### src/rtl/lbs_pkg.sv
// LED blink sequencer shared package: operation and mode codes, item and
// result types, default tick length. No dependencies.
package lbs_pkg;

    localparam int unsigned TICK_MS_DEFAULT = 100;

    typedef enum logic [1:0] {
        OP_TICK        = 2'd0,
        OP_SET_LIGHT   = 2'd1,
        OP_START_FLASH = 2'd2
    } op_t;

    typedef enum logic [1:0] {
        MODE_TIMED     = 2'd0,
        MODE_COUNTED   = 2'd1,
        MODE_FOREVER   = 2'd2,
        MODE_NO_COUNT  = 2'd3
    } mode_t;

    typedef struct packed {
        logic [1:0]  operation;
        logic        light_on;
        logic [1:0]  flash_mode;
        logic [1:0]  flash_type;
        logic [15:0] on_time;
        logic [15:0] dark_time;
        logic [31:0] total;
    } item_t;

    typedef struct packed {
        logic pin_level;
        logic led_lit;
        logic flashing;
        logic flash_finished;
    } result_t;

endpackage

### src/rtl/lbs_in_stage.sv
// Input register of the LED blink sequencer: holds one accepted beat.
// Depends on lbs_pkg.
module lbs_in_stage
(
    input  logic          clk,
    input  logic          rst_n,
    input  logic          in_valid,
    output logic          in_ready,
    input  lbs_pkg::item_t in_item,
    input  logic          advance,
    output logic          s1_valid,
    output lbs_pkg::item_t s1_item
);

    logic           valid_reg;
    logic           valid_next;
    lbs_pkg::item_t item_reg;

    // free when empty or when the held beat moves on this cycle
    assign in_ready = !valid_reg || advance;

    always_comb
    begin
        valid_next = valid_reg;
        if (in_ready)
        begin
            valid_next = in_valid;
        end
    end

    always_ff @(posedge clk or negedge rst_n)
    begin
        if (!rst_n)
        begin
            valid_reg <= 1'b0;
        end
        else
        begin
            valid_reg <= valid_next;
        end
    end

    always_ff @(posedge clk)
    begin
        if (in_ready && in_valid)
        begin
            item_reg <= in_item;
        end
    end

    assign s1_valid = valid_reg;
    assign s1_item  = item_reg;

endmodule

### src/rtl/lbs_core.sv
// Flash state and single-pass update logic of the LED blink sequencer.
// Depends on lbs_pkg.
module lbs_core
#(
    parameter int unsigned TICK_MS = lbs_pkg::TICK_MS_DEFAULT
)
(
    input  logic             clk,
    input  logic             rst_n,
    input  logic             cfg_wr_en,
    input  logic             cfg_wr_data,
    input  logic             advance,
    input  lbs_pkg::item_t   item,
    output lbs_pkg::result_t result
);

    localparam logic [31:0] TICK = 32'(TICK_MS);

    logic        pin_invert_reg;
    logic        lit_reg, lit_next;
    logic        active_flash_reg, active_flash_next;
    logic        stop_pending_reg, stop_pending_next;
    logic        stop_level_reg, stop_level_next;
    logic [1:0]  mode_held_reg, mode_held_next;
    logic [1:0]  type_held_reg, type_held_next;
    logic [15:0] on_len_reg, on_len_next;
    logic [15:0] off_len_reg, off_len_next;
    logic [31:0] remaining_reg, remaining_next;
    logic [31:0] elapsed_reg, elapsed_next;

    // tick datapath
    logic [16:0] period;
    logic        first_level;
    logic [15:0] first_len;
    logic [31:0] elapsed_inc;
    logic        wrap;
    logic        past_first;
    logic [31:0] rem_timed;
    logic [31:0] rem_counted;
    logic        finished;

    assign period      = {1'b0, on_len_reg} + {1'b0, off_len_reg};
    assign first_level = ~type_held_reg[1];
    assign first_len   = first_level ? on_len_reg : off_len_reg;
    assign elapsed_inc = elapsed_reg + TICK;
    assign wrap        = elapsed_inc >= {15'd0, period};
    assign past_first  = elapsed_inc >= {16'd0, first_len};
    assign rem_timed   = (remaining_reg > TICK) ? remaining_reg - TICK : 32'd0;
    assign rem_counted = (wrap && remaining_reg != 32'd0) ? remaining_reg - 32'd1
                                                          : remaining_reg;

    always_comb
    begin
        lit_next          = lit_reg;
        active_flash_next = active_flash_reg;
        stop_pending_next = stop_pending_reg;
        stop_level_next   = stop_level_reg;
        mode_held_next    = mode_held_reg;
        type_held_next    = type_held_reg;
        on_len_next       = on_len_reg;
        off_len_next      = off_len_reg;
        remaining_next    = remaining_reg;
        elapsed_next      = elapsed_reg;
        finished          = 1'b0;

        case (item.operation)
            lbs_pkg::OP_TICK:
            begin
                if (stop_pending_reg)
                begin
                    // deferred stop ends the flash before anything else
                    lit_next          = stop_level_reg;
                    active_flash_next = 1'b0;
                    stop_pending_next = 1'b0;
                end
                else if (active_flash_reg)
                begin
                    if (wrap)
                    begin
                        elapsed_next = elapsed_inc - {15'd0, period};
                        lit_next     = first_level;
                    end
                    else
                    begin
                        elapsed_next = elapsed_inc;
                        if (past_first)
                        begin
                            lit_next = ~first_level;
                        end
                    end

                    if (mode_held_reg != lbs_pkg::MODE_FOREVER)
                    begin
                        case (mode_held_reg)
                            lbs_pkg::MODE_TIMED:   remaining_next = rem_timed;
                            lbs_pkg::MODE_COUNTED: remaining_next = rem_counted;
                            default:               remaining_next = remaining_reg;
                        endcase
                        if (remaining_next == 32'd0)
                        begin
                            finished          = 1'b1;
                            stop_pending_next = 1'b1;
                            stop_level_next   = ~type_held_reg[0];
                        end
                    end
                end
            end
            lbs_pkg::OP_SET_LIGHT:
            begin
                if (active_flash_reg)
                begin
                    stop_pending_next = 1'b1;
                    stop_level_next   = item.light_on;
                end
                else
                begin
                    lit_next = item.light_on;
                end
            end
            lbs_pkg::OP_START_FLASH:
            begin
                stop_pending_next = 1'b0;
                active_flash_next = 1'b1;
                mode_held_next    = item.flash_mode;
                type_held_next    = item.flash_type;
                on_len_next       = item.on_time;
                off_len_next      = item.dark_time;
                remaining_next    = item.total;
                elapsed_next      = 32'd0;
                lit_next          = ~item.flash_type[1];
            end
            default:
            begin
                lit_next = lit_reg;
            end
        endcase
    end

    always_ff @(posedge clk or negedge rst_n)
    begin
        if (!rst_n)
        begin
            pin_invert_reg   <= 1'b0;
            lit_reg          <= 1'b0;
            active_flash_reg <= 1'b0;
            stop_pending_reg <= 1'b0;
            stop_level_reg   <= 1'b0;
            mode_held_reg    <= 2'd0;
            type_held_reg    <= 2'd0;
            on_len_reg       <= 16'd0;
            off_len_reg      <= 16'd0;
            remaining_reg    <= 32'd0;
            elapsed_reg      <= 32'd0;
        end
        else
        begin
            if (cfg_wr_en)
            begin
                pin_invert_reg <= cfg_wr_data;
            end
            if (advance)
            begin
                lit_reg          <= lit_next;
                active_flash_reg <= active_flash_next;
                stop_pending_reg <= stop_pending_next;
                stop_level_reg   <= stop_level_next;
                mode_held_reg    <= mode_held_next;
                type_held_reg    <= type_held_next;
                on_len_reg       <= on_len_next;
                off_len_reg      <= off_len_next;
                remaining_reg    <= remaining_next;
                elapsed_reg      <= elapsed_next;
            end
        end
    end

    assign result.pin_level      = lit_next ^ pin_invert_reg;
    assign result.led_lit        = lit_next;
    assign result.flashing       = active_flash_next;
    assign result.flash_finished = finished;

endmodule

### src/rtl/lbs_out_reg.sv
// Result register of the LED blink sequencer with valid/ready output.
// Depends on lbs_pkg.
module lbs_out_reg
(
    input  logic             clk,
    input  logic             rst_n,
    input  logic             load,
    input  lbs_pkg::result_t result_in,
    output logic             out_valid,
    input  logic             out_ready,
    output lbs_pkg::result_t result_out
);

    logic             valid_reg;
    logic             valid_next;
    lbs_pkg::result_t result_reg;

    always_comb
    begin
        valid_next = valid_reg;
        if (load)
        begin
            valid_next = 1'b1;
        end
        else if (out_ready)
        begin
            valid_next = 1'b0;
        end
    end

    always_ff @(posedge clk or negedge rst_n)
    begin
        if (!rst_n)
        begin
            valid_reg <= 1'b0;
        end
        else
        begin
            valid_reg <= valid_next;
        end
    end

    always_ff @(posedge clk)
    begin
        if (load)
        begin
            result_reg <= result_in;
        end
    end

    assign out_valid  = valid_reg;
    assign result_out = result_reg;

endmodule

### src/rtl/led_blink_sequencer.sv
// LED blink sequencer top level: input register, flash state update, result
// register. Depends on lbs_pkg, lbs_in_stage, lbs_core, lbs_out_reg.
//
//  channel | handshake             | payload
//  --------+-----------------------+---------------------------------------------
//  in      | in_valid / in_ready   | operation light_on flash_mode flash_type
//          |                       | on_time dark_time total
//  out     | out_valid / out_ready | pin_level led_lit flashing flash_finished
//  cfg     | cfg_wr_en             | cfg_wr_data (pin_invert)
//
// One beat per cycle sustained while out_ready is high; an accepted beat is held in the
// input register, and its result is loaded into the result register when it advances.
// The state update is one pass of logic between the input register and the
// result register: a 32-bit tick add feeding the period compare and subtract.
// Stalls: a full result register holds the input register, which in turn
// drops in_ready; both sides may stall freely with no loss.
// Reset (rst_n, async, active low) clears all flash state and pin_invert.
module led_blink_sequencer
#(
    parameter int unsigned TICK_MS = lbs_pkg::TICK_MS_DEFAULT
)
(
    input  logic        clk,
    input  logic        rst_n,

    input  logic        cfg_wr_en,
    input  logic        cfg_wr_data,

    input  logic        in_valid,
    output logic        in_ready,
    input  logic [1:0]  operation,
    input  logic        light_on,
    input  logic [1:0]  flash_mode,
    input  logic [1:0]  flash_type,
    input  logic [15:0] on_time,
    input  logic [15:0] dark_time,
    input  logic [31:0] total,

    output logic        out_valid,
    input  logic        out_ready,
    output logic        pin_level,
    output logic        led_lit,
    output logic        flashing,
    output logic        flash_finished
);

    lbs_pkg::item_t   in_item;
    lbs_pkg::item_t   s1_item;
    lbs_pkg::result_t core_result;
    lbs_pkg::result_t out_result;
    logic             s1_valid;
    logic             advance;

    assign in_item.operation  = operation;
    assign in_item.light_on   = light_on;
    assign in_item.flash_mode = flash_mode;
    assign in_item.flash_type = flash_type;
    assign in_item.on_time    = on_time;
    assign in_item.dark_time  = dark_time;
    assign in_item.total      = total;

    // the held beat commits its state update when the result register
    // is empty or being drained this cycle
    assign advance = s1_valid && (!out_valid || out_ready);

    lbs_in_stage u_in_stage
    (
        .clk      (clk),
        .rst_n    (rst_n),
        .in_valid (in_valid),
        .in_ready (in_ready),
        .in_item  (in_item),
        .advance  (advance),
        .s1_valid (s1_valid),
        .s1_item  (s1_item)
    );

    lbs_core #(
        .TICK_MS (TICK_MS)
    ) u_core
    (
        .clk         (clk),
        .rst_n       (rst_n),
        .cfg_wr_en   (cfg_wr_en),
        .cfg_wr_data (cfg_wr_data),
        .advance     (advance),
        .item        (s1_item),
        .result      (core_result)
    );

    lbs_out_reg u_out_reg
    (
        .clk        (clk),
        .rst_n      (rst_n),
        .load       (advance),
        .result_in  (core_result),
        .out_valid  (out_valid),
        .out_ready  (out_ready),
        .result_out (out_result)
    );

    assign pin_level      = out_result.pin_level;
    assign led_lit        = out_result.led_lit;
    assign flashing       = out_result.flashing;
    assign flash_finished = out_result.flash_finished;

endmodule
### config.mk
export PLATFORM = sky130hd
export DESIGN_NAME = led_blink_sequencer
export DESIGN_NICKNAME = d
export VERILOG_FILES = /design/src/rtl/lbs_pkg.sv /design/src/rtl/lbs_in_stage.sv /design/src/rtl/lbs_core.sv /design/src/rtl/lbs_out_reg.sv /design/src/rtl/led_blink_sequencer.sv
export SDC_FILE = /design/constraint.sdc
export NUM_CORES = 1
export LEC_CHECK = 0
export ABC_AREA = 1
export BUFFER_PORTS_ARGS = -buffer_cell sky130_fd_sc_hd__buf_2
export CORE_MARGIN = 5
export CORE_UTILIZATION = 55
export CTS_CLUSTER_SIZE = 24
export DETAILED_ROUTE_END_ITERATION = 10
export PLACE_DENSITY_LB_ADDON = 0.2
export SYNTH_ARGS = -nofsm -noshare
export SYNTH_HDL_FRONTEND = slang
export SYNTH_SLANG_ARGS = --single-unit
export TNS_END_PERCENT = 1
### constraint.sdc
create_clock -name clk -period 4.3 [get_ports clk]
set_input_delay 0.43 -clock clk [delete_from_list [all_inputs] [get_ports clk]]
set_output_delay 0.43 -clock clk [all_outputs]
set_load 0.05 [all_outputs]
==> Word level (Yosys, flattened, before mapping) <==
Index checks and enable logic that the tools add are counted.
{ "classes": {"n_reduce_logical": 20, "order_cmp": 3, "add_sub_neg": 5, "n_bitwise": 4, "n_mux": 38, "n_eq_ne": 9} }
{ "op_table": {"columns": ["cell", "count"], "rows": [
  ["32-bit 2-to-1 mux", 12],
  ["32-bit case mux with 2 select lines", 3],
  ["32-bit by 7-bit adder with 32-bit output (second input constant)", 1],
  ["32-bit by 16-bit >= comparator with 1-bit output", 1],
  ["32-bit by 17-bit >= comparator with 1-bit output", 1],
  ["32-bit by 7-bit greater-than comparator with 1-bit output (second input constant)", 1],
  ["32-bit zero test", 1],
  ["32-bit nonzero test", 1],
  ["32-bit by 1-bit subtractor with 32-bit output (second input constant)", 1],
  ["32-bit by 17-bit subtractor with 32-bit output", 1],
  ["32-bit by 7-bit subtractor with 32-bit output (second input constant)", 1],
  ["1-bit 2-to-1 mux", 18],
  ["16-bit by 16-bit adder with 17-bit output", 1],
  ["16-bit 2-to-1 mux", 1],
  ["2-bit by 1-bit != test with 1-bit output (second input constant)", 4],
  ["7-bit AND reduction", 1],
  ["1-bit case mux with 3 select lines", 2],
  ["2-bit nonzero test", 3],
  ["5-bit AND reduction", 1],
  ["2-bit by 1-bit == test with 1-bit output (second input constant)", 2],
  ["2-bit zero test", 2],
  ["2-bit != test (second input constant)", 2],
  ["1-bit case mux with 2 select lines", 2],
  ["4-bit AND reduction", 1],
  ["other kinds (9)", 15]
]} }
{ "word_totals": {"wordCells": 103, "in_bits": 77, "register_bits": 182, "output_inout_bits": 6} }

==> Logic depth before layout (Yosys ltp) <==
Gate-level depths: netlist of the first run.
{ "depth": {"ltp_word": 15, "ltp_mapped": 35, "depth_no_buf": 34} }

==> Modules after synthesis <==
A second synthesis of the first run with hierarchy kept.
{ "unflattened": {"cells_unflattened": 1629, "area_unflattened_um2": 12726.0} }
{ "by_module_without_submodules": {"columns": ["mod", "cells_per_inst", "instances", "seq_area_each_um2", "area_each_um2"], "rows": [
  ["lbs_core", 1540, 1, 2627.5, 10372.4],
  ["lbs_in_stage", 77, 1, 2157.1, 2177.1],
  ["lbs_out_reg", 9, 1, 145.1, 160.2],
  ["led_blink_sequencer", 3, 1, 0.0, 16.3]
]} }

==> Least setup slack after synthesis of the first run <==
OpenSTA, ideal clock, no wires.
{ "synth_path": {"path_kind": "register to register", "from": "reg u_core.off_len_reg[0]", "to": "reg u_core.stop_level_reg", "stages_incl_launch_ff": 34, "setup_time_ns": 0.117, "synth_period_minus_slack_ns": 4.424, "arrival_ns": 4.308, "setup_slack_ns": -0.124, "path_buffers": 1, "required_time_ns": 4.183, "cell_sequence": "dfrtp_1 > ha_1 > inv_1 > fa_1 > nor2_1 > a211oi_1 > o221ai_1 > a21oi_1 > o21bai_1 > a21oi_1 > o21bai_1 > nand3_1 > nand2_1 > xnor2_1 > ha_1 > nand2_1 > nor2_1 > nor3b_1 > nand3_1 > nand3_1 > nand3_1 > nand3_4 > buf_2 > nand3_1 > nand3_1 > nand2_1 > nor2_1 > nand2_1 > nor2_1 > nand2_1 > o21bai_2 > nand2_1 > nand2_1 > nand2_1"} }
{ "synth_between": {"elab_chain_cells": 12} }
{ "synth_lines": {"columns": ["element", "line", "source"], "rows": [
  ["start: declaration", "lbs_core.sv:27", "logic [15:0] off_len_reg, off_len_next;"],
  ["start signal: assignment", "lbs_core.sv:170", "off_len_reg <= off_len_next;"],
  ["16-bit by 16-bit adder with 17-bit output", "lbs_core.sv:42", "assign period = {1'b0, on_len_reg} + {1'b0, off_len_reg};"],
  ["32-bit by 17-bit >= comparator with 1-bit output", "lbs_core.sv:46", "assign wrap = elapsed_inc >= {15'd0, period};"],
  ["1-bit logical AND", "lbs_core.sv:49", "assign rem_counted = (wrap && remaining_reg != 32'd0) ? remaining_reg - 32'd1"],
  ["32-bit 2-to-1 mux", "lbs_core.sv:49", null],
  ["32-bit case mux with 2 select lines", "lbs_core.sv:94", "case (mode_held_reg)"],
  ["32-bit 2-to-1 mux", "lbs_core.sv:92", "if (mode_held_reg != lbs_pkg::MODE_FOREVER)"],
  ["32-bit 2-to-1 mux", "lbs_core.sv:76", "else if (active_flash_reg)"],
  ["32-bit 2-to-1 mux", "lbs_core.sv:69", "if (stop_pending_reg)"],
  ["32-bit 2-to-1 mux", "lbs_core.sv:66", "case (item.operation)"],
  ["32-bit zero test", "lbs_core.sv:99", "if (remaining_next == 32'd0)"],
  ["2-bit by 1-bit != test with 1-bit output (no line)", null, null],
  ["7-bit AND reduction (no line)", null, null],
  ["end signal: assignment", "lbs_core.sv:166", "stop_level_reg <= stop_level_next;"],
  ["end: declaration", "lbs_core.sv:23", "logic stop_level_reg, stop_level_next;"]
]} }
Every way passes these cells. The select of a mux whose other input is x is not followed.
A chain may end at the register's enable or synchronous reset.

==> Final worst setup path of the first run <==
Ends and elaborated chain as after synthesis.

==> results of run 1 <==
-- kinds of logic (layout without fill, tap and decap cells) --
logic type | Yosys count | in the layout | share of synthesized area [%]
AOI/OAI and AO/OA | 280 | 280 | 12.9
and+or+nand+nor | 690 | 690 | 23.9
xor gates and xnor gates | 85 | 85 | 6.00
muxes | 45 | 45 | 3.94
DFF | 182 | 182 | 39.7
buffers and inverters | 236 | 436 | 7.38
adders and majority gates | 60 | 60 | 6.17
-- cell usage after synthesis (3+ instances only) --
master / count / area (sq um)
o21ai_0: 104 / 521
nand2_1: 285 / 1070
dfrtp_1: 107 / 2680
nor4_1: 3 / 18.8
inv_1: 177 / 664
buf_1: 5 / 18.8
buf_2: 6 / 30.0
buf_6: 3 / 33.8
ha_1: 58 / 726
o21ai_1: 5 / 25.0
nand3_1: 122 / 611
nand2_2: 9 / 56.3
a211oi_1: 5 / 37.5
nor2_4: 5 / 56.3
a22oi_1: 8 / 60.1
mux2_2: 31 / 349
o211ai_1: 3 / 22.5
o22ai_1: 52 / 325
or2_2: 3 / 18.8
o21a_1: 3 / 22.5
nand4_1: 13 / 81.3
clkbuf_1: 37 / 139
inv_2: 6 / 22.5
o21bai_1: 7 / 52.6
edfxtp_1: 75 / 2250
a21oi_1: 71 / 355
xor2_1: 69 / 604
a31oi_1: 4 / 25.0
nor2_2: 9 / 56.3
xnor2_1: 16 / 140
nor3_1: 18 / 90.1
a21o_1: 4 / 30.0
mux2i_1: 14 / 140
nor2_1: 214 / 803
-- cell type report --
cell class | count | area (sq um) | area share (%)
Timing Repair Buffer | 219 | 1560 | 10.5
Clock inverter | 14 | 164 | 1.11
Clock buffer | 18 | 429 | 2.90
Multi-Input combinational cell | 1160 | 6690 | 45.1
Sequential cell | 182 | 4930 | 33.3
Tap cell | 285 | 357 | 2.41
Inverter | 185 | 694 | 4.69
-- stage by stage --
step,total power (W),cell area [sq um],cells
floorplan,0.00828,12400,1578
global placement,0.0107,13900,2020
detailed placement,0.0109,13900,2020
CTS,0.0128,14800,2063
global route,0.0141,14800,2063
finish,0.0129,14800,2063
-- timing repair --
action / CTS / global route
setup buffers: 8 / 0
pin swaps: 23 / 0
setup endpoints to repair: 58 / 70
hold buffers: 1 / 0
endpoints found under the hold margin: 26 / 0
cloned: 2 / 0
resized for setup: 33 / 3
-- worst register-to-register path: cells and delay by family, from the launching register on --
| family | cells | cell delay [ns] |
|---|---|---|
| compound gates | 7 | 0.92 |
| xor+xnor | 1 | 0.07 |
| fa+ha+maj | 3 | 0.85 |
| buf+inv | 3 | 0.29 |
| flops | 1 | 0.37 |
| simple gates | 20 | 2.17 |
-- report_power, final --
| group | internal [W] | total (W) | leakage (nW) | switching [W] |
|---|---|---|---|---|
| Combinational | 0.00386 | 0.00856 | 4.59 | 0.00470 |
| Sequential | 0.00230 | 0.00281 | 2.05 | 0.000506 |
| Clock | 0.000782 | 0.00157 | 0.284 | 0.000788 |
| Total | 0.00695 | 0.0129 | 6.92 | 0.00599 |
-- worst max-delay path by stage --
stage,cells past startpoint,end,slack (ns),startpoint
after floorplan,35,u_core.stop_level_reg,0.03,u_core.off_len_reg[0]
after global placement,33,u_core.stop_level_reg,-0.40,u_core.off_len_reg[0]
after detailed placement,33,u_core.stop_level_reg,-0.56,u_core.on_len_reg[0]
after CTS,34,u_core.stop_level_reg,-0.37,u_core.on_len_reg[0]
after global routing,33,u_out_reg.result_out[0],-0.88,u_core.on_len_reg[0]
final,34,u_core.stop_level_reg,-0.48,u_core.off_len_reg[0]
-- layer usage --
metal	global-route usage, %	wire (um)	part of all wire (%)	up-vias
li1	-	-	-	5657
met1	32.4	14000	42	5395
met2	45.2	16400	50	387
met3	4.36	1780	5.4	71
met4	8.92	885	2.7	0
met5	0	0	0	-
==> tab_implementation.tex, run 1 <==
\begin{tabular}{lr}
\hline
Metric & Value \\
\hline
\multicolumn{2}{l}{\textbf{Clock tree}} \\
H-tree depth & 4 \\
Buffer levels on the longest clock path & 2 \\
Clock latency reported for the late side of the worst-skew pair & 0.45 ns \\
Root Buffer & clkbuf\_16 \\
Total clock sinks & 182 \\
Clock slew seen by the registers of the worst setup and hold paths & 0.08 ns \\
TritonCTS clock tree & yes \\
Cts bufs inserted & 17 \\
\multicolumn{2}{l}{\textbf{GRT}} \\
Number of global-route vias before repair & 11400 \\
Global-route wire length before repair & 54.6 mm \\
Largest net degree at the start of global routing & 65 \\
Initial antenna violation count & 0 \\
Gr usage total & between 20 and 30\% \\
Total congestion overflow after global routing & 0 \\
\multicolumn{2}{l}{\textbf{Finish}} \\
Fraction of final layout cells with drive strength greater than 1 & 19.7\% \\
Growth of design area from synthesis to finish & 19.4\% \\
Most used cells in the layout excluding fill and tap cells & nand2\_1, nor2\_1, inv\_1 \\
Total inserted antenna cells & 0 \\
Net count, final & 1902 \\
Fill cell instance count of the final layout & 1897 \\
Final Core Density & 66.1\% \\
Number of flip-flops in the largest register & 71 \\
Most common library cell in the layout ignoring fill and taps & nand2\_1 \\
\multicolumn{2}{l}{\textbf{Placement}} \\
Detailed Place HPWL & approximately 24 mm \\
Post-place setup slack & -0.559 ns \\
Placer Congestion & 0.979 \\
Number of I/O port buffers & slightly above 80 \\
\multicolumn{2}{l}{\textbf{Critical path}} \\
Critical-path top delay cell & dfrtp\_1 \\
Critical path start-end classification & flop to flop \\
Most used cell, CP & nand2\_1 \\
Terminus of the critical flop-to-flop path & u\_core.stop\_level\_reg \\
Worst reg-to-reg setup slack & -0.48 ns \\
Category of the worst setup path capture point & flop \\
Maximum cell stage delay along the critical path & 0.37 ns \\
Startpoint Class & flop \\
Arrival time of data at the critical path endpoint & 5.11 ns \\
Buffers and inverters on the worst path & 3 \\
Maximum fanout along the worst path & 6 \\
Worst-case reg-to-reg path depth & 34 \\
Startpoint of the worst register-to-register path & u\_core.off\_len\_reg[0] \\
Kind of cell adding the most delay to the critical path & simple AND/OR/NAND/NOR gates \\
Req. time, crit path & 4.63 ns \\
\multicolumn{2}{l}{\textbf{STA}} \\
Portion of the clock cycle consumed by the worst path in the final layout & 111\% \\
Worst-margin pin slew & 1.02 ns \\
Maximum operating frequency & $\sim$210 MHz \\
Worst-case setup margin in the final layout & -0.484 ns \\
Hold\_ws & approximately 0.16 ns \\
Aggregate negative setup slack & -5.21 ns \\
Final hold violation count & 0 \\
Final Max Tran Viols & 0 \\
Final Critical Period & $\sim$4.8 ns \\
Finish-stage setup viols & 35 \\
Worst max-slew margin expressed relative to the limit & 31.7\% \\
Worst clock skew & about 0.016 ns \\
Unrepaired setup endpoints after global routing & yes \\
\multicolumn{2}{l}{\textbf{Floorplan}} \\
Number of ports placed on the die boundary & 83 \\
Core Box Area & 22400 sq um \\
Die ar. & 25700 sq um \\
Die Span Y & 160 um \\
Core Rows & 55 \\
Die width & approximately 160 um \\
Initial cell density of the core & 55.3\% \\
\multicolumn{2}{l}{\textbf{Yosys}} \\
Predominant post-synthesis flop cell & dfrtp\_1 \\
Synth Register Bits & 182 \\
Post-Syn Instances & around 1600 \\
Mean Syn Cell Area & 7.86 sq um \\
Count of distinct cell types in the synthesized netlist & 53 \\
Sequential fraction of the synthesis area & between 30\% and 40\% \\
Async set or reset register ratio after synthesis & between 50\% and 60\% \\
Number of warning messages in the yosys log & 0 \\
Post-Syn Area & 12400 sq um \\
Number of enable flip-flop cells after synthesis & 75 \\
Post-Synthesis Net Count & 1715 \\
\multicolumn{2}{l}{\textbf{Pwr}} \\
Peak ir drop on the vdd network & about 0.47 mV \\
Power density over the cells & 873 nW/um\^{}2 \\
P\_leak & roughly 6.9 nW \\
\multicolumn{2}{l}{\textbf{Worst hold path}} \\
Startpoint of the worst hold path & dark\_time[2] \\
Worst min path class & primary input to flop \\
Number of cells on the worst hold path & 1 \\
Hold-critical path endpoint & u\_in\_stage.s1\_item[34] \\
\multicolumn{2}{l}{\textbf{Route}} \\
Number of vias after detailed routing & 11500 \\
Detail-routed net length per standard cell & 16.0 um \\
Routed wire length & 33.1 mm \\
Count of unresolved DRC violations after routing & 0 \\
Via count normalized by instance count & 5.58 \\
Number of DRC violations after detailed-routing iteration 0 & 900 \\
Pre-Repair DR Iteration Count & 6 \\
Remaining number of nets flagged by the antenna check after routing & 0 \\
\multicolumn{2}{l}{\textbf{Run status}} \\
Failing checks & negative setup slack \\
Result of the run & finished, violations left \\
\multicolumn{2}{l}{\textbf{Job}} \\
Max-capacitance violation count & 0 \\
\hline
\end{tabular}
No activity file was read; power rests on OpenSTA's default activity.
==> inputs of run 2 (changes only) <==
- CAP_MARGIN: not set -> 20
- clock period: 4.3 -> 5.8 ns (I/O delays scaled with it)
==> run 2 against run 1 <==
- clock-buffer cell count fell by 1
- critical endpoint unchanged
- clock skew rose by 0.0018 ns
- highest routed layer unchanged
- the run now ends clean
- clock power fell by 23%
==> tab_implementation.tex, run 2 (synthesized netlist as in run 1, its figures left out) <==
\begin{tabular}{lr}
\hline
Metric & Value \\
\hline
\multicolumn{2}{l}{\textbf{Run status}} \\
Result of the run & finished clean (was finished, violations left) \\
\multicolumn{2}{l}{\textbf{Pwr}} \\
Peak ir drop on the vdd network & 0.341 mV (was 0.467 mV) \\
P\_leak & 6.26 nW (was 6.92 nW) \\
Power density over the cells & 619 nW/um\^{}2 (was 873 nW/um\^{}2) \\
\multicolumn{2}{l}{\textbf{Clock tree}} \\
TritonCTS clock tree & yes (unchanged) \\
H-tree depth & 4 (unchanged) \\
Root Buffer & clkbuf\_16 (unchanged) \\
Clock slew seen by the registers of the worst setup and hold paths & 0.09 ns (was 0.08 ns) \\
Total clock sinks & 182 (unchanged) \\
Cts bufs inserted & 17 (unchanged) \\
Clock latency reported for the late side of the worst-skew pair & 0.45 ns (about the same) \\
Buffer levels on the longest clock path & 2 (unchanged) \\
\multicolumn{2}{l}{\textbf{Critical path}} \\
Maximum cell stage delay along the critical path & 0.40 ns (was 0.37 ns) \\
Startpoint Class & flop (unchanged) \\
Critical path start-end classification & flop to flop (unchanged) \\
Req. time, crit path & 6.13 ns (was 4.63 ns) \\
Arrival time of data at the critical path endpoint & 5.65 ns (was 5.11 ns) \\
Startpoint of the worst register-to-register path & u\_core.off\_len\_reg[0] (unchanged) \\
Critical-path top delay cell & fa\_1 (was dfrtp\_1) \\
Maximum fanout along the worst path & 11 (was 6) \\
Launch point of the worst path & u\_core.off\_len\_reg[0] (unchanged) \\
Buffers and inverters on the worst path & 3 (unchanged) \\
Kind of cell adding the most delay to the critical path & simple AND/OR/NAND/NOR gates (unchanged) \\
Category of the worst setup path capture point & flop (unchanged) \\
\multicolumn{2}{l}{\textbf{Finish}} \\
Growth of design area from synthesis to finish & 10.6\% (was 19.4\%) \\
Total inserted antenna cells & 0 (unchanged) \\
Fill cell instance count of the final layout & 2041 (was 1897) \\
Fraction of final layout cells with drive strength greater than 1 & 12.4\% (was 19.7\%) \\
Most common library cell in the layout ignoring fill and taps & nand2\_1 (unchanged) \\
Net count, final & 1780 (was 1902) \\
Number of flip-flops in the largest register & 71 (unchanged) \\
Most used cells in the layout excluding fill and tap cells & nand2\_1, nor2\_1, inv\_1 (unchanged) \\
\multicolumn{2}{l}{\textbf{GRT}} \\
Largest net degree at the start of global routing & 72 (was 65) \\
Initial antenna violation count & 0 (unchanged) \\
Number of global-route vias before repair & 10600 (was 11400) \\
Total congestion overflow after global routing & 0 (unchanged) \\
Global-route wire length before repair & 52.3 mm (was 54.6 mm) \\
Gr usage total & 24.7\% (was 25.8\%) \\
\multicolumn{2}{l}{\textbf{STA}} \\
Unrepaired setup endpoints after global routing & no (was yes) \\
Worst-case setup margin in the final layout & 0.488 ns (was -0.484 ns) \\
Final Max Tran Viols & 0 (unchanged) \\
Worst clock skew & 0.0183 ns (was 0.0164 ns) \\
Maximum operating frequency & 188 MHz (was 209 MHz) \\
Portion of the clock cycle consumed by the worst path in the final layout & 91.6\% (was 111\%) \\
Final hold violation count & 0 (unchanged) \\
Worst max-slew margin expressed relative to the limit & 24.9\% (was 31.7\%) \\
Aggregate negative setup slack & 0 ns (was -5.21 ns) \\
Final Critical Period & 5.31 ns (was 4.78 ns) \\
Worst-margin pin slew & 1.13 ns (was 1.02 ns) \\
Finish-stage setup viols & 0 (was 35) \\
\multicolumn{2}{l}{\textbf{Floorplan}} \\
Core Box Area & 22400 sq um (unchanged) \\
Die ar. & 25700 sq um (unchanged) \\
Core Rows & 55 (unchanged) \\
Initial cell density of the core & 55.3\% (unchanged) \\
Die width & 160 um (unchanged) \\
Number of ports placed on the die boundary & 83 (unchanged) \\
Die Span Y & 160 um (unchanged) \\
\multicolumn{2}{l}{\textbf{Job}} \\
Max-capacitance violation count & 0 (unchanged) \\
\multicolumn{2}{l}{\textbf{Route}} \\
Remaining number of nets flagged by the antenna check after routing & 0 (unchanged) \\
Pre-Repair DR Iteration Count & 5 (was 6) \\
Number of DRC violations after detailed-routing iteration 0 & 901 (was 900) \\
Count of unresolved DRC violations after routing & 0 (unchanged) \\
Detail-routed net length per standard cell & 16.2 um (was 16.0 um) \\
Number of vias after detailed routing & 10900 (was 11500) \\
Via count normalized by instance count & 5.64 (was 5.58) \\
Routed wire length & 31.4 mm (was 33.1 mm) \\
\multicolumn{2}{l}{\textbf{Placement}} \\
Number of I/O port buffers & 82 (unchanged) \\
Placer Congestion & 0.965 (was 0.979) \\
Post-place setup slack & 0.436 ns (was -0.559 ns) \\
Detailed Place HPWL & 22.9 mm (was 24.3 mm) \\
\multicolumn{2}{l}{\textbf{Worst hold path}} \\
Worst min path class & primary input to asynchronous set/reset pin (was primary input to flop) \\
\hline
\end{tabular}
-- run 2: cell count changes in the layout (fill, tap and decap cells not counted), moves of 2 or more --
cell,delta
a21oi_2,-3
nor2_1,+8
buf_12,-5
nand2_2,-4
a21oi_1,+3
nand3_1,+4
nor2_2,-7
buf_4,-113
nand3_2,-4
buf_16,-2
inv_6,-2
nand2_1,+4
inv_12,+3
o21ai_0,+2
-- run 2: per-stage QoR --
| step | power, W | cells | util (%) | hold slack [ns] | instance area, sq um |
|---|---|---|---|---|---|
| 4_1_cts | 0.00844 | 1938 | 61.0 | 0.288 | 13700 |
| 5_1_grt | 0.00932 | 1941 | 61.2 | 0.284 | 13700 |
| 3_5_place_dp | 0.00717 | 1906 | 58.2 | 0.464 | 13100 |
| 2_1_floorplan | 0.00612 | 1578 | - | 0.284 | 12400 |
| 6_report | 0.00849 | 1941 | 61.2 | 0.230 | 13700 |
| 3_3_place_gp | 0.00707 | 1906 | 58.2 | 0.458 | 13100 |
-- run 2: area by class of cell --
class / count / area (sq um) / share of cell area (%)
tap: 285 / 357 / 2.60
clock inverter: 15 / 200 / 1.46
multi-input combinational: 1160 / 6590 / 48.0
inverter: 185 / 694 / 5.06
clock buffer: 17 / 425 / 3.10
sequential: 182 / 4930 / 35.9
timing repair buffer: 97 / 529 / 3.86
-- run 2: metal layers --
metal | GRT usage (%) | wire length [um] | vias up
met5 | 0 | 0 | -
met4 | 7.43 | 648 | 0
met3 | 3.46 | 1610 | 47
met2 | 43.3 | 15600 | 308
met1 | 31.9 | 13600 | 5158
li1 | - | - | 5431
-- run 2: timing repair --
item | CTS | global route
gates resized for setup | 0 | 3
endpoints found under the setup margin | 0 | 5
setup buffers | 0 | 3
hold buffers | 0 | 0
-- run 2: path summary, 6_finish.rpt --
kind                                           to  slack (ns)  cells past startpoint
setup / recovery            u_core.stop_level_reg        0.49                     34
hold / removal             u_core.elapsed_reg[23]        0.23                      1
setup reg to reg            u_core.stop_level_reg        0.49                     34
hold reg to reg            u_core.off_len_reg[11]        0.48                      1
max in group asynchronous  u_core.elapsed_reg[24]        4.40                      2
min in group clk           u_in_stage.s1_item[47]        0.31                      1
-- run 2: where the power goes --
part	total [W]	leakage (nW)	internal [W]	switching [W]
Clock	0.00121	0.302	0.000596	0.000615
Sequential	0.00211	2.05	0.00171	0.000403
Combinational	0.00518	3.91	0.00202	0.00316
Total	0.00849	6.26	0.00432	0.00417
==> inputs of run 3 (changes only) <==
- ABC_AREA: 1 -> not set
==> run 3 against run 2 <==
- sequential power barely moved
- design area rose by 6.1%
- cell count fell by 9.4%
- total power fell by 0.55%
- highest routed layer unchanged
- worst hold slack got worse by 0.065 ns
- the run now ends with negative setup slack left
- die area fell by 3.1%
- largest power group unchanged
- critical path type unchanged
- clock skew rose by 0.0043 ns
==> tab_implementation.tex, run 3 <==
\begin{tabular}{lr}
\hline
Metric & Value \\
\hline
\multicolumn{2}{l}{\textbf{Route}} \\
Routed wire length & 32.2 mm (was 31.4 mm) \\
Remaining number of nets flagged by the antenna check after routing & 0 (unchanged) \\
Detail-routed net length per standard cell & 18.3 um (was 16.2 um) \\
Number of vias after detailed routing & 10600 (was 10900) \\
Uppermost layer routed & met4 (unchanged) \\
Met1 layer wirelength in the final routing & 14.2 mm (was 13.6 mm) \\
Number of DRC violations after detailed-routing iteration 0 & 902 (was 901) \\
Via count normalized by instance count & 6.05 (was 5.64) \\
Length of routed met2 wiring & 15.2 mm (was 15.6 mm) \\
Count of unresolved DRC violations after routing & 0 (unchanged) \\
Pre-Repair DR Iteration Count & 6 (was 5) \\
Length of routed met3 wiring & 2.03 mm (was 1.61 mm) \\
\multicolumn{2}{l}{\textbf{Finish}} \\
Final Core Density & 67.3\% (was 61.2\%) \\
Net count, final & 1603 (was 1780) \\
Number of flip-flops in the largest register & 71 (unchanged) \\
Growth of design area from synthesis to finish & 21.3\% (was 10.6\%) \\
Most common library cell in the layout ignoring fill and taps & nand2\_1 (unchanged) \\
Most used cells in the layout excluding fill and tap cells & nand2\_1, buf\_4, nor2\_1 (was nand2\_1, nor2\_1, inv\_1) \\
Fraction of final layout cells with drive strength greater than 1 & 25.7\% (was 12.4\%) \\
Total inserted antenna cells & 0 (unchanged) \\
Non-filler cells, final & 1759 (was 1941) \\
\multicolumn{2}{l}{\textbf{STA}} \\
Worst clock skew & 0.0226 ns (was 0.0183 ns) \\
Final Critical Period & 6.04 ns (was 5.31 ns) \\
Worst-margin pin slew & 1.13 ns (about the same) \\
Maximum operating frequency & 165 MHz (was 188 MHz) \\
Portion of the clock cycle consumed by the worst path in the final layout & 104\% (was 91.6\%) \\
Unrepaired setup endpoints after global routing & yes (was no) \\
Final Max Tran Viols & 0 (unchanged) \\
Finish-stage setup viols & 3 (was 0) \\
Worst max-slew margin expressed relative to the limit & 24.4\% (was 24.9\%) \\
Worst-case setup margin in the final layout & -0.243 ns (was 0.488 ns) \\
Final hold violation count & 0 (unchanged) \\
Aggregate negative setup slack & -0.562 ns (was 0 ns) \\
\multicolumn{2}{l}{\textbf{Clock tree}} \\
H-tree depth & 4 (unchanged) \\
TritonCTS clock tree & yes (unchanged) \\
Clock slew seen by the registers of the worst setup and hold paths & 0.09 ns (about the same) \\
Clock latency reported for the late side of the worst-skew pair & 0.45 ns (about the same) \\
Total clock sinks & 182 (unchanged) \\
Buffer levels on the longest clock path & 2 (unchanged) \\
Cts bufs inserted & 17 (unchanged) \\
Root Buffer & clkbuf\_16 (unchanged) \\
\multicolumn{2}{l}{\textbf{GRT}} \\
Global-route wire length before repair & 51.7 mm (was 52.3 mm) \\
Gr usage total & 25.9\% (was 24.7\%) \\
Largest net degree at the start of global routing & 72 (unchanged) \\
Total congestion overflow after global routing & 0 (unchanged) \\
Number of global-route vias before repair & 10100 (was 10600) \\
Initial antenna violation count & 0 (unchanged) \\
\multicolumn{2}{l}{\textbf{Critical path}} \\
Category of the worst setup path capture point & flop (unchanged) \\
Maximum fanout along the worst path & 6 (was 11) \\
Maximum cell stage delay along the critical path & 0.41 ns (was 0.40 ns) \\
Critical-path top delay cell & dfrtp\_1 (was fa\_1) \\
Critical path start-end classification & flop to flop (unchanged) \\
Arrival time of data at the critical path endpoint & 6.37 ns (was 5.65 ns) \\
Worst reg-to-reg setup slack & -0.24 ns (was 0.49 ns) \\
Req. time, crit path & 6.13 ns (about the same) \\
Startpoint Class & flop (unchanged) \\
Most used cell, CP & buf\_4 \\
\multicolumn{2}{l}{\textbf{Placement}} \\
Number of I/O port buffers & 82 (unchanged) \\
Post-place setup slack & -0.548 ns (was 0.436 ns) \\
Cell count after placement & 1698 (was 1906) \\
Detailed Place HPWL & 22.3 mm (was 22.9 mm) \\
Placer Congestion & 0.933 (was 0.965) \\
\multicolumn{2}{l}{\textbf{Pwr}} \\
Tot Pwr & 0.00845 W (was 0.00849 W) \\
Power Internal & 0.00470 W (was 0.00432 W) \\
Switching share of total power & 44.4\% (was 49.1\%) \\
Proportion of power drawn by the clock network & 14.2\% (was 14.3\%) \\
Power density over the cells & 580 nW/um\^{}2 (was 619 nW/um\^{}2) \\
P\_leak & 6.16 nW (was 6.26 nW) \\
Switch Pwr & 0.00375 W (was 0.00417 W) \\
Part of the power in combinational logic & 60.8\% (was 60.9\%) \\
Register share of total power & 25.0\% (was 24.8\%) \\
Peak ir drop on the vdd network & 0.278 mV (was 0.341 mV) \\
\multicolumn{2}{l}{\textbf{Yosys}} \\
Largest cells by area after synthesis & dfrtp\_1, edfxtp\_1, ha\_1 (was dfrtp\_1, edfxtp\_1, nand2\_1) \\
Post-Syn Area & 12000 sq um (was 12400 sq um) \\
Share of cell area taken by muxes after synthesis & 7.25\% (was 3.94\%) \\
Number of enable flip-flop cells after synthesis & 75 (unchanged) \\
Post-synthesis adder-cell area fraction & 6.38\% (was 6.17\%) \\
Sequential fraction of the synthesis area & 41.1\% (was 39.7\%) \\
Count of distinct cell types in the synthesized netlist & 86 (was 53) \\
Share of synthesized cell area in and, or, nand and nor gates & 18.7\% (was 23.9\%) \\
Library cell occupying the most area in the post-synthesis netlist & dfrtp\_1 (unchanged) \\
Synth Register Bits & 182 (unchanged) \\
Async set or reset register ratio after synthesis & 58.8\% (unchanged) \\
Number of warning messages in the yosys log & 0 (unchanged) \\
Area share of the largest cell type after synthesis & 22.3\% (was 21.6\%) \\
Xor-xnor portion of the synthesized cell area & 4.00\% (was 6.00\%) \\
Mean Syn Cell Area & 9.26 sq um (was 7.86 sq um) \\
Dominant combinational cell family by area after synthesis & compound AO/OA/AOI/OAI gates (was simple AND/OR/NAND/NOR gates) \\
Most common cell in the synthesized netlist & nand2\_1 (unchanged) \\
Post-Synthesis Net Count & 1433 (was 1715) \\
Most frequent cells after synthesis & nand2\_1, nor2\_1, o21ai\_0 (was nand2\_1, nor2\_1, inv\_1) \\
Post-Syn Instances & 1296 (was 1578) \\
Complex-gate fraction of the synthesized area & 19.1\% (was 12.9\%) \\
Predominant post-synthesis flop cell & dfrtp\_1 (unchanged) \\
\multicolumn{2}{l}{\textbf{Job}} \\
Max-capacitance violation count & 0 (unchanged) \\
\multicolumn{2}{l}{\textbf{Floorplan}} \\
Core Rows & 54 (was 55) \\
Die Span Y & 158 um (was 160 um) \\
Die width & 158 um (was 160 um) \\
Core Box Area & 21600 sq um (was 22400 sq um) \\
Die ar. & 24900 sq um (was 25700 sq um) \\
Initial cell density of the core & 55.5\% (was 55.3\%) \\
Number of ports placed on the die boundary & 83 (unchanged) \\
\multicolumn{2}{l}{\textbf{Run status}} \\
Result of the run & finished, violations left (was finished clean) \\
Failing checks & negative setup slack \\
\multicolumn{2}{l}{\textbf{Worst hold path}} \\
Worst min path class & primary input to asynchronous set/reset pin (unchanged) \\
\hline
\end{tabular}
run 3: cell count changes in the layout (fill, tap and decap cells not counted), sizes merged, moves of 31 or more:
cell   change
a21oi     +31
buf      +123
inv      -144
nand2    -160
nand3     -90
nor2     -110
o22ai     -48
xor2      -45
run 3: metal layers:
| layer | vias to the layer above | global-route usage [%] |
|---|---|---|
| li1 | 5133 | - |
| met1 | 5103 | 35.5 |
| met2 | 348 | 41.5 |
| met3 | 55 | 5.06 |
| met4 | 0 | 8.64 |
| met5 | - | 0 |
run 3: path summary, 6_finish.rpt:
| path | startpoint | to | cells past startpoint |
|---|---|---|---|
| worst min register to register | u_in_stage.s1_item[54] | u_core.on_len_reg[6] | 1 |
| max in group asynchronous | rst_n | u_core.remaining_reg[18] | 2 |
| worst max-delay path | u_core.on_len_reg[1] | u_core.stop_level_reg | 30 |
| min in group clk | total[10] | u_in_stage.s1_item[10] | 1 |
| worst min-delay path | rst_n | u_core.off_len_reg[10] | 1 |
| worst max register to register | u_core.on_len_reg[1] | u_core.stop_level_reg | 30 |
run 3: layout make-up:
class / count / area [sq um]
clock buffers: 18 / 429
clock inverters: 14 / 183
fillers: 1697 / 7060
inverters: 39 / 146
multi-input cells: 1006 / 7020
flip-flops and latches: 182 / 4930
well taps: 280 / 350
repair buffers: 220 / 1500
run 3: logic make-up after synthesis:
| group | after synthesis |
|---|---|
| simple gates | 449 |
| compound gates | 362 |
| flops | 182 |
| buf+inv | 108 |
| mux | 81 |
| fa+ha+maj | 60 |
| xor+xnor | 54 |
run 3: power by group through the flow:
stage / clock [W] / sequential (W) / combinational, W
floorplan: 0 / 0.00191 / 0.00323
global placement: 0 / 0.00211 / 0.00447
detailed placement: 0 / 0.00211 / 0.00454
CTS: 0.00122 / 0.00209 / 0.00485
global route: 0.00128 / 0.00216 / 0.00564
finish: 0.00120 / 0.00211 / 0.00514
run 3: worst max-delay path, delay by kind of cell (launching register included):
| kind | cells | cell delay, ns |
|---|---|---|
| buf+inv | 9 | 0.95 |
| flops | 1 | 0.41 |
| compound gates | 12 | 2.21 |
| xor+xnor | 1 | 0.13 |
| simple gates | 4 | 0.91 |
| mux | 2 | 0.66 |
| fa+ha+maj | 2 | 0.64 |
run 3: per-stage QoR:
| step | hold slack (ns) | instance area, sq um |
|---|---|---|
| global placement | 0.459 | 13400 |
| detailed placement | 0.467 | 13400 |
| CTS | 0.188 | 14300 |
| floorplan | 0.284 | 12000 |
| finish | 0.166 | 14600 |
| global route | 0.227 | 14600 |
run 3: timing repair:
action / 4_1_cts / 5_1_grt
hold buffers: 0 / 0
gates resized for setup: 41 / 35
pin swaps: 35 / 44
buffers inserted: 23 / 8
setup endpoints to repair: 10 / 41
